==> config.mk <==
export PLATFORM = sky130hd
export DESIGN_NAME = xmodem_crc_block_receiver
export DESIGN_NICKNAME = d
export VERILOG_FILES = /design/src/rtl/xmcrc_pkg.sv /design/src/rtl/xmodem_crc_block_receiver.sv
export SDC_FILE = /design/constraint.sdc
export NUM_CORES = 1
export LEC_CHECK = 0
export ABC_AREA = 0
export BUFFER_PORTS_ARGS = -buffer_cell sky130_fd_sc_hd__buf_2
export CORE_MARGIN = 3
export CORE_UTILIZATION = 45
export CTS_CLUSTER_SIZE = 30
export DETAILED_ROUTE_END_ITERATION = 12
export SYNTH_ARGS = -nofsm -noshare
export SYNTH_HDL_FRONTEND = slang
export SYNTH_SLANG_ARGS = --single-unit
==> constraint.sdc <==
create_clock -name aclk -period 4.7 [get_ports aclk]
set_input_delay 0.235 -clock aclk [delete_from_list [all_inputs] [get_ports aclk]]
set_output_delay 0.235 -clock aclk [all_outputs]
set_load 0.02 [all_outputs]
==> src/rtl/xmcrc_pkg.sv <==
// shared constants, result type and crc step for the xmodem-crc block receiver
package xmcrc_pkg;

    // preamble and block size limits
    localparam int MAX_NAME_BYTES_DEF = 21;
    localparam int SMALL_BLOCK        = 128;
    localparam int LARGE_BLOCK        = 1024;

    // field widths
    localparam int BYTE_W  = 8;
    localparam int KIND_W  = 2;
    localparam int COUNT_W = 5;
    localparam int INDEX_W = 11;
    localparam int CRC_W   = 16;

    // link control characters
    localparam logic [BYTE_W-1:0] CH_SOH = 8'h01;
    localparam logic [BYTE_W-1:0] CH_STX = 8'h02;
    localparam logic [BYTE_W-1:0] CH_EOT = 8'h04;
    localparam logic [BYTE_W-1:0] CH_ACK = 8'h06;
    localparam logic [BYTE_W-1:0] CH_NAK = 8'h15;
    localparam logic [BYTE_W-1:0] CH_C   = 8'h43;
    localparam logic [BYTE_W-1:0] CH_CR  = 8'h0D;
    localparam logic [BYTE_W-1:0] CH_LF  = 8'h0A;

    localparam logic [CRC_W-1:0] CRC_POLY = 16'h1021;

    // result kinds
    localparam logic [KIND_W-1:0] KIND_REPLY = 2'd0;
    localparam logic [KIND_W-1:0] KIND_DATA  = 2'd1;
    localparam logic [KIND_W-1:0] KIND_ABORT = 2'd2;

    typedef struct packed {
        logic              transfer_done;
        logic              keep_block;
        logic [KIND_W-1:0] out_kind;
        logic [BYTE_W-1:0] out_value;
    } result_t;

    // crc-16/xmodem over one byte, msb first
    function automatic logic [CRC_W-1:0] crc_step(input logic [CRC_W-1:0] crc,
                                                  input logic [BYTE_W-1:0] b);
        logic [CRC_W-1:0] c;
        c = crc ^ {b, 8'h00};
        for (int i = 0; i < BYTE_W; i++) begin
            if (c[CRC_W-1]) begin
                c = {c[CRC_W-2:0], 1'b0} ^ CRC_POLY;
            end else begin
                c = {c[CRC_W-2:0], 1'b0};
            end
        end
        return c;
    endfunction

endpackage

==> src/rtl/xmodem_crc_block_receiver.sv <==
// xmodem-crc receiver: preamble skip, block framing, crc check and verdict replies
// results are registered in the output stage before they reach the master side
// throughput: one byte per cycle while the skid entry is empty; the per-byte crc update
//   and framing counters are combinational, and a two-entry output stage (output register
//   plus skid) keeps the slave side open while one result waits
// reset: aresetn synchronous active low; returns to the name preamble with expected
//   block one and empties the output stage
module xmodem_crc_block_receiver #(
    parameter int MAX_NAME_BYTES = xmcrc_pkg::MAX_NAME_BYTES_DEF
) (
    input  logic                         aclk,
    input  logic                         aresetn,
    input  logic                         s_axis_tvalid,
    output logic                         s_axis_tready,
    input  logic [xmcrc_pkg::BYTE_W-1:0] s_axis_tdata,   // [7:0] rx_byte
    output logic                         m_axis_tvalid,
    input  logic                         m_axis_tready,
    output logic [xmcrc_pkg::BYTE_W-1:0] m_axis_tdata,   // [7:0] out_value
    output logic [3:0]                   m_axis_tuser    // [1:0] out_kind, [2] keep_block,
                                                         // [3] transfer_done
);
    import xmcrc_pkg::*;

    typedef enum logic [2:0] {
        PH_NAME, PH_HEADER, PH_NUMBER, PH_INVERSE,
        PH_DATA, PH_CRC_HI, PH_CRC_LO, PH_HALTED
    } phase_t;

    phase_t             phase_reg, phase_next;
    logic [COUNT_W-1:0] name_count_reg, name_count_next;
    logic               saw_cr_reg, saw_cr_next;
    logic               large_block_reg, large_block_next;
    logic [INDEX_W-1:0] byte_index_reg, byte_index_next;
    logic [BYTE_W-1:0]  expected_block_reg, expected_block_next;
    logic [BYTE_W-1:0]  block_number_reg, block_number_next;
    logic [BYTE_W-1:0]  block_inverse_reg, block_inverse_next;
    logic [CRC_W-1:0]   running_crc_reg, running_crc_next;
    logic [BYTE_W-1:0]  crc_high_reg, crc_high_next;

    result_t res;
    logic    res_valid;
    result_t out_reg, skid_reg;
    logic    out_valid_reg, skid_valid_reg;

    logic               acc, pop;
    logic [BYTE_W-1:0]  b;
    logic [COUNT_W-1:0] cnt;
    logic [INDEX_W-1:0] idx_inc;
    logic [INDEX_W-1:0] block_size;

    assign b     = s_axis_tdata;
    assign acc   = s_axis_tvalid && s_axis_tready;
    assign pop   = out_valid_reg && m_axis_tready;
    assign s_axis_tready = !skid_valid_reg;

    assign cnt        = (name_count_reg == '1) ? name_count_reg : name_count_reg + 1'b1;
    assign idx_inc    = byte_index_reg + 1'b1;
    assign block_size = large_block_reg ? INDEX_W'(LARGE_BLOCK) : INDEX_W'(SMALL_BLOCK);

    // per-byte protocol step
    always_comb begin
        phase_next          = phase_reg;
        name_count_next     = name_count_reg;
        saw_cr_next         = saw_cr_reg;
        large_block_next    = large_block_reg;
        byte_index_next     = byte_index_reg;
        expected_block_next = expected_block_reg;
        block_number_next   = block_number_reg;
        block_inverse_next  = block_inverse_reg;
        running_crc_next    = running_crc_reg;
        crc_high_next       = crc_high_reg;
        res_valid           = 1'b0;
        res                 = '0;
        case (phase_reg)
            PH_NAME: begin
                name_count_next = cnt;
                saw_cr_next     = (b == CH_CR);
                if (cnt > COUNT_W'(MAX_NAME_BYTES)) begin
                    phase_next   = PH_HALTED;
                    res_valid    = 1'b1;
                    res.out_kind = KIND_ABORT;
                end else if (saw_cr_reg && b == CH_LF) begin
                    phase_next      = PH_HEADER;
                    name_count_next = '0;
                    saw_cr_next     = 1'b0;
                    res_valid       = 1'b1;
                    res.out_kind    = KIND_REPLY;
                    res.out_value   = CH_C;
                end
            end
            PH_HEADER: begin
                if (b == CH_EOT) begin
                    phase_next        = PH_HALTED;
                    res_valid         = 1'b1;
                    res.out_kind      = KIND_REPLY;
                    res.out_value     = CH_ACK;
                    res.transfer_done = 1'b1;
                end else if (b == CH_SOH || b == CH_STX) begin
                    large_block_next = (b == CH_STX);
                    phase_next       = PH_NUMBER;
                end else begin
                    phase_next   = PH_HALTED;
                    res_valid    = 1'b1;
                    res.out_kind = KIND_ABORT;
                end
            end
            PH_NUMBER: begin
                block_number_next = b;
                phase_next        = PH_INVERSE;
            end
            PH_INVERSE: begin
                block_inverse_next = b;
                byte_index_next    = '0;
                running_crc_next   = '0;
                phase_next         = PH_DATA;
            end
            PH_DATA: begin
                running_crc_next = crc_step(running_crc_reg, b);
                byte_index_next  = idx_inc;
                if (idx_inc >= block_size) begin
                    byte_index_next = '0;
                    phase_next      = PH_CRC_HI;
                end
                res_valid     = 1'b1;
                res.out_kind  = KIND_DATA;
                res.out_value = b;
            end
            PH_CRC_HI: begin
                crc_high_next = b;
                phase_next    = PH_CRC_LO;
            end
            PH_CRC_LO: begin
                res_valid = 1'b1;
                if (BYTE_W'(block_number_reg + block_inverse_reg) != 8'hFF) begin
                    phase_next   = PH_HALTED;
                    res.out_kind = KIND_ABORT;
                end else if (block_number_reg == BYTE_W'(expected_block_reg - 1'b1)) begin
                    // duplicate of the last good block
                    phase_next    = PH_HEADER;
                    res.out_kind  = KIND_REPLY;
                    res.out_value = CH_ACK;
                end else if (block_number_reg != expected_block_reg) begin
                    phase_next   = PH_HALTED;
                    res.out_kind = KIND_ABORT;
                end else if ({crc_high_reg, b} != running_crc_reg) begin
                    phase_next    = PH_HEADER;
                    res.out_kind  = KIND_REPLY;
                    res.out_value = CH_NAK;
                end else begin
                    phase_next          = PH_HEADER;
                    expected_block_next = expected_block_reg + 1'b1;
                    res.out_kind        = KIND_REPLY;
                    res.out_value       = CH_ACK;
                    res.keep_block      = 1'b1;
                end
            end
            PH_HALTED: begin
                res_valid = 1'b0;
            end
            default: begin
                phase_next = PH_HALTED;
            end
        endcase
    end

    // protocol state, updated per accepted word
    always_ff @(posedge aclk) begin
        if (!aresetn) begin
            phase_reg          <= PH_NAME;
            name_count_reg     <= '0;
            saw_cr_reg         <= 1'b0;
            large_block_reg    <= 1'b0;
            byte_index_reg     <= '0;
            expected_block_reg <= 8'd1;
            block_number_reg   <= '0;
            block_inverse_reg  <= '0;
            running_crc_reg    <= '0;
            crc_high_reg       <= '0;
        end else if (acc) begin
            phase_reg          <= phase_next;
            name_count_reg     <= name_count_next;
            saw_cr_reg         <= saw_cr_next;
            large_block_reg    <= large_block_next;
            byte_index_reg     <= byte_index_next;
            expected_block_reg <= expected_block_next;
            block_number_reg   <= block_number_next;
            block_inverse_reg  <= block_inverse_next;
            running_crc_reg    <= running_crc_next;
            crc_high_reg       <= crc_high_next;
        end
    end

    // output register with skid entry
    always_ff @(posedge aclk) begin
        if (!aresetn) begin
            out_valid_reg  <= 1'b0;
            skid_valid_reg <= 1'b0;
        end else if (skid_valid_reg) begin
            if (pop) begin
                out_reg        <= skid_reg;
                skid_valid_reg <= 1'b0;
            end
        end else if (acc && res_valid) begin
            if (!out_valid_reg || pop) begin
                out_reg       <= res;
                out_valid_reg <= 1'b1;
            end else begin
                skid_reg       <= res;
                skid_valid_reg <= 1'b1;
            end
        end else if (pop) begin
            out_valid_reg <= 1'b0;
        end
    end

    assign m_axis_tvalid = out_valid_reg;
    assign m_axis_tdata  = out_reg.out_value;
    assign m_axis_tuser  = {out_reg.transfer_done, out_reg.keep_block, out_reg.out_kind};

    // a skid entry only exists behind a full output register
    a_skid_behind_out: assert property (@(posedge aclk) disable iff (!aresetn)
        skid_valid_reg |-> out_valid_reg)
        else $error("skid entry held with empty output register");

    // end of transfer is only flagged on an ack reply
    a_done_is_ack: assert property (@(posedge aclk) disable iff (!aresetn)
        (m_axis_tvalid && m_axis_tuser[3]) |->
            (m_axis_tuser[1:0] == KIND_REPLY && m_axis_tdata == CH_ACK && !m_axis_tuser[2]))
        else $error("transfer done flagged on a non-ack result");

    // expected block only ever advances by one
    a_expected_step: assert property (@(posedge aclk) disable iff (!aresetn)
        !$stable(expected_block_reg) |->
            expected_block_reg == BYTE_W'($past(expected_block_reg) + 1'b1))
        else $error("expected block number jumped");

endmodule
# Word level (Yosys, flattened, before mapping)
# Cells that the tools add are included.
op_classes:
  add_sub_neg: 5
  order_cmp: 2
  n_eq_ne: 20
  muxes: 69
  n_bitwise: 16
  n_reduce_logical: 26
ops:
  columns: ["op", "n"]
  rows:
  - ["$mux W16", 7]
  - ["$mux W13", 8]
  - ["$mux W12", 4]
  - ["$pmux W10 S4", 1]
  - ["$pmux W16 S2", 1]
  - ["$mux W3", 9]
  - ["$not A3 Y3", 8]
  - ["$mux W11", 2]
  - ["$pmux W11 S2", 1]
  - ["$pmux W3 S7", 1]
  - ["$mux W1", 20]
  - ["$mux W5", 4]
  - ["$eq A8 B4 Y1 const B", 2]
  - ["$mux W8", 2]
  - ["$ne A16 B16 Y1", 1]
  - ["$reduce_and A4 Y1", 4]
  - ["$xor A16 B16 Y16", 1]
  - ["$mux W7", 2]
  - ["$add A11 B1 Y11 const B", 1]
  - ["$ge A11 B11 Y1", 1]
  - ["$mux W10", 1]
  - ["$mux W2", 5]
  - ["$reduce_and A2 Y1", 5]
  - ["$eq A3 B3 Y1 const B", 3]
  - ["28 further kinds", 44]
word_totals:
  register_bits: 95
  in_bits: 12
  out_inout_bits: 14
  wordCells: 158

# Longest topological paths before layout
logic_depth:
  word_depth: 25
  depth_mapped: 13

# Least setup slack after synthesis
# No wires, ideal clock.
synth_path:
  path_type: "reg-to-reg"
  startpoint: "register byte_index_reg[0]"
  endpoint: "register byte_index_reg[7]"
  setup_ns: 0.070
  t_arrival_ns: 2.940
  required_time_ns: 4.630
  path_slack_ns: 1.690
  stages_incl_launch_ff: 13
  path_buffers: 0
  path_cell_list: "dfxtp_1 > ha_1 > nand3_1 > nor3_1 > xor2_1 > ha_1 > nand3b_1 > or4_1 > a211oi_2 > o32ai_1 > or2_1 > or4_1 > a21oi_1"
synth_between:
  elab_chain_len: 4
synth_rtl:
  columns: ["element", "line_no", "text"]
  rows:
  - ["start: declaration", "xmodem_crc_block_receiver.sv:33", "logic [INDEX_W-1:0] byte_index_reg, byte_index_next;"]
  - ["start signal: assignment", "xmodem_crc_block_receiver.sv:184", "byte_index_reg <= byte_index_next;"]
  - ["$add A11 B1 Y11 (*)", "xmodem_crc_block_receiver.sv:57", "assign idx_inc = byte_index_reg + 1'b1;"]
  - ["$ge A11 B11 Y1", "xmodem_crc_block_receiver.sv:120", "if (idx_inc >= block_size) begin"]
  - ["$mux W11 (*)", "xmodem_crc_block_receiver.sv:120", null]
  - ["$pmux W11 S2 (*)", "xmodem_crc_block_receiver.sv:74", "case (phase_reg)"]
# Every way passes the cells marked *; elsewhere a longest branch is shown, timed or not.
# A chain may end at the register's enable or synchronous reset.

# Worst setup path after layout
# Same ends and word-level chain as after synthesis.

==> impl_metrics.env <==
export IMPL_irDropWorstVdd_v=0.000218
export IMPL_drt_pass1_iterations=5
export IMPL_dpl_cell_count=753
export IMPL_antenna_found_initial=0
export IMPL_final_max_slew_viol_count=0
export IMPL_min_delay_path_depth=2
export IMPL_final_common_cell="nor2_1"
export IMPL_crit_path_top_delay_cell="or4_1"
export IMPL_multi_input_area_mm2=0.00299
export IMPL_fin_setup_tns_ns=0
export IMPL_power_leakage_uw=0.00214
export IMPL_cp_top_family="simple AND/OR/NAND/NOR gates"
export IMPL_drt_iter0_drc=332
export IMPL_syn_mean_instance_area_um2=8.73
export IMPL_grt_total_usage_pct=19.0
export IMPL_synth_edf_count=24
export IMPL_drtAntennaViolNets=0
export IMPL_fillers=1107
export IMPL_drc=0
export IMPL_required_ns=4.97
export IMPL_cts_htree_levels=3
export IMPL_clock_skew_ns=0.00748
export IMPL_tightest_slew_ns=1.18
export IMPL_path_class="register to register"
export IMPL_cts_resized=0
export IMPL_n_antenna_cell=0
export IMPL_drive_gt1_share_pct=10.5
export IMPL_via_count=4361
export IMPL_clock_latency_ns=0.35
export IMPL_grt_pass1_vias=4065
export IMPL_synth_main_ff_cell="dfxtp_1"
export IMPL_coreArea_mm2=0.0115
export IMPL_async_flop_share_pct=0
export IMPL_chipWidth_um=115
export IMPL_synthToLayoutAreaGrowth_pct=9.93
export IMPL_cts_inserted_buffers=9
export IMPL_finalCriticalPeriod_ns=3.30
export IMPL_reg2reg_depth=12
export IMPL_largest_reg_flops=16
export IMPL_cts_sinks=95
export IMPL_totalWireLength_um=12100
export IMPL_postPlaceCellArea_mm2=0.00557
export IMPL_finalHoldViolCount=0
export IMPL_clockBufferDepth=2
export IMPL_start_kind="register"
export IMPL_synth_distinct_cells=63
export IMPL_syn_inst=612
export IMPL_fmax_ghz=0.303
export IMPL_design_area_mm2=0.00588
export IMPL_hold_path_class="input pin to register"
export IMPL_die_h_um=115
export IMPL_cp_depth=12
export IMPL_path_cells="ha_1 > nand3_1 > nor3_1 > xor2_1 > ha_1 > nand3b_1 > or4_1 > a211oi_2 > o32ai_1 > or2_1 > or4_1 > a21oi_1"
export IMPL_initial_core_util_pct=46.4
export IMPL_tritoncts="built"
export IMPL_hpwlAfterDp_um=8470
export IMPL_clkTransAtPathRegs_ns=0.07
export IMPL_crit_arrival_ns=3.57
export IMPL_gp_congestion=0.866
export IMPL_yosysWarningCount=0
export IMPL_regArea_mm2=0.00214
export IMPL_crit_path_end_kind="register"
export IMPL_cp_num_buf_inv=0
export IMPL_synth_nets=639
export IMPL_critical_path_max_fanout=8
export IMPL_fin_nets=648
export IMPL_slew_headroom_pct=21.4
export IMPL_max_stage_delay_ns=0.42
export IMPL_p_per_area_mw_per_mm2=282
export IMPL_grt_pass1_wl_um=20200
export IMPL_hold_buffers=0
export IMPL_rsz0062_at_grt="no"
export IMPL_grt_ovfl_total=0
export IMPL_fin_cells=769
export IMPL_ys_ff_latch=95
export IMPL_ys_seq_area_share_pct=40.1
export IMPL_mostFrequentLayoutCells="nor2_1 (76), dfxtp_1 (71), nand2_1 (51), a21oi_1 (42), xor2_1 (35)"
export IMPL_drv_cap=0
export IMPL_cts_root_buf="clkbuf_16"
export IMPL_post_cts_buffers=0
export IMPL_portBuffers=25
export IMPL_synth_cell_area_mm2=0.00535
export IMPL_viasPerCell=5.67
export IMPL_outcome="finished, final reports clean"
export IMPL_fp_row_count=39
export IMPL_setup_viol=0
export IMPL_grt_max_degree=69
export IMPL_wl_per_cell_um=15.7
export IMPL_die_area_mm2=0.0132
export IMPL_io_pin_count=26
export IMPL_min_period_over_period_pct=70.1
cells by family after synthesis:
family                     after synthesis  synth area share [%]
DFF                                     95                  40.1
AOI/OAI and AO/OA                      116                  13.9
buffers and inverters                   55                  3.91
muxes                                   28                  5.45
and+or+nand+nor                        238                  22.4
xor gates and xnor gates                65                  10.7
adders and majority gates               15                  3.65
metrics by stage:
step / hold WS, ns / power (µW) / setup slack (ns) / utilization, %
3_3_place_gp: 0.435 / 923 / 1.51 / 48.4
5_1_grt: 0.132 / 1720 / 1.16 / 51.0
4_1_cts: 0.120 / 1680 / 1.40 / 51.0
3_5_place_dp: 0.447 / 924 / 1.43 / 48.4
6_report: 0.129 / 1660 / 1.40 / 51.0
2_1_floorplan: 0.297 / 903 / 1.69 / -
power by group:
part           switching (µW)  internal, µW  total [µW]  leakage (µW)
Sequential               2.24           834         836      0.000789
Clock                     335           418         753      0.000139
Combinational            46.6          22.8        69.4       0.00122
layer usage:
metal / up-vias / GRT usage (%) / share of wire [%]
met4: 0 / 6.89 / 1.8
li1: 2193 / - / -
met3: 18 / 4.11 / 4.8
met5: - / 0 / 0
met2: 97 / 29.2 / 46
met1: 2053 / 26.5 / 48
cells in the mapped netlist (3+ instances only):
| cell type | n | area share [%] |
|---|---|---|
| a211oi_1 | 3 | 0.42 |
| a21oi_1 | 42 | 3.9 |
| a22oi_1 | 13 | 1.8 |
| a31oi_1 | 5 | 0.59 |
| and2_1 | 4 | 0.47 |
| and3_1 | 6 | 0.70 |
| clkbuf_1 | 30 | 2.1 |
| dfxtp_1 | 71 | 27 |
| edfxtp_1 | 24 | 13 |
| ha_1 | 14 | 3.3 |
| inv_1 | 19 | 1.3 |
| mux2_2 | 9 | 1.9 |
| mux2i_1 | 19 | 3.6 |
| nand2_1 | 51 | 3.6 |
| nand2b_1 | 7 | 0.82 |
| nand3_1 | 12 | 1.1 |
| nand4_1 | 11 | 1.3 |
| nor2_1 | 76 | 5.3 |
| nor2b_1 | 6 | 0.70 |
| nor3_1 | 13 | 1.2 |
| nor3b_1 | 6 | 0.84 |
| nor4_1 | 11 | 1.3 |
| o211a_1 | 3 | 0.56 |
| o211ai_1 | 6 | 0.84 |
| o21ai_0 | 20 | 1.9 |
| o31ai_1 | 3 | 0.42 |
| or2_2 | 3 | 0.35 |
| or3_1 | 9 | 1.1 |
| or4_1 | 7 | 0.98 |
| xnor2_1 | 30 | 4.9 |
| xor2_1 | 35 | 5.7 |
layout make-up:
type	count	area share [%]
clock buffer	9	3.83
clock inverter	7	1.34
inverter	21	1.34
multi-input combinational	462	51.0
sequential	95	36.5
tap	143	3.05
timing repair buffer	32	3.02
worst paths after layout:
check,startpoint,endpoint,slack (ns)
worst max-delay path,byte_index_reg[0]$_SDFFE_PN0P_,byte_index_reg[7]$_SDFFE_PN0P_,1.40
worst min register to register,saw_cr_reg$_SDFFE_PN0P_,saw_cr_reg$_SDFFE_PN0P_,0.45
worst min-delay path,aresetn,expected_block_reg[0]$_SDFFE_PN1P_,0.13
worst max register to register,byte_index_reg[0]$_SDFFE_PN0P_,byte_index_reg[7]$_SDFFE_PN0P_,1.40
Power figures use the tool's default switching activity.
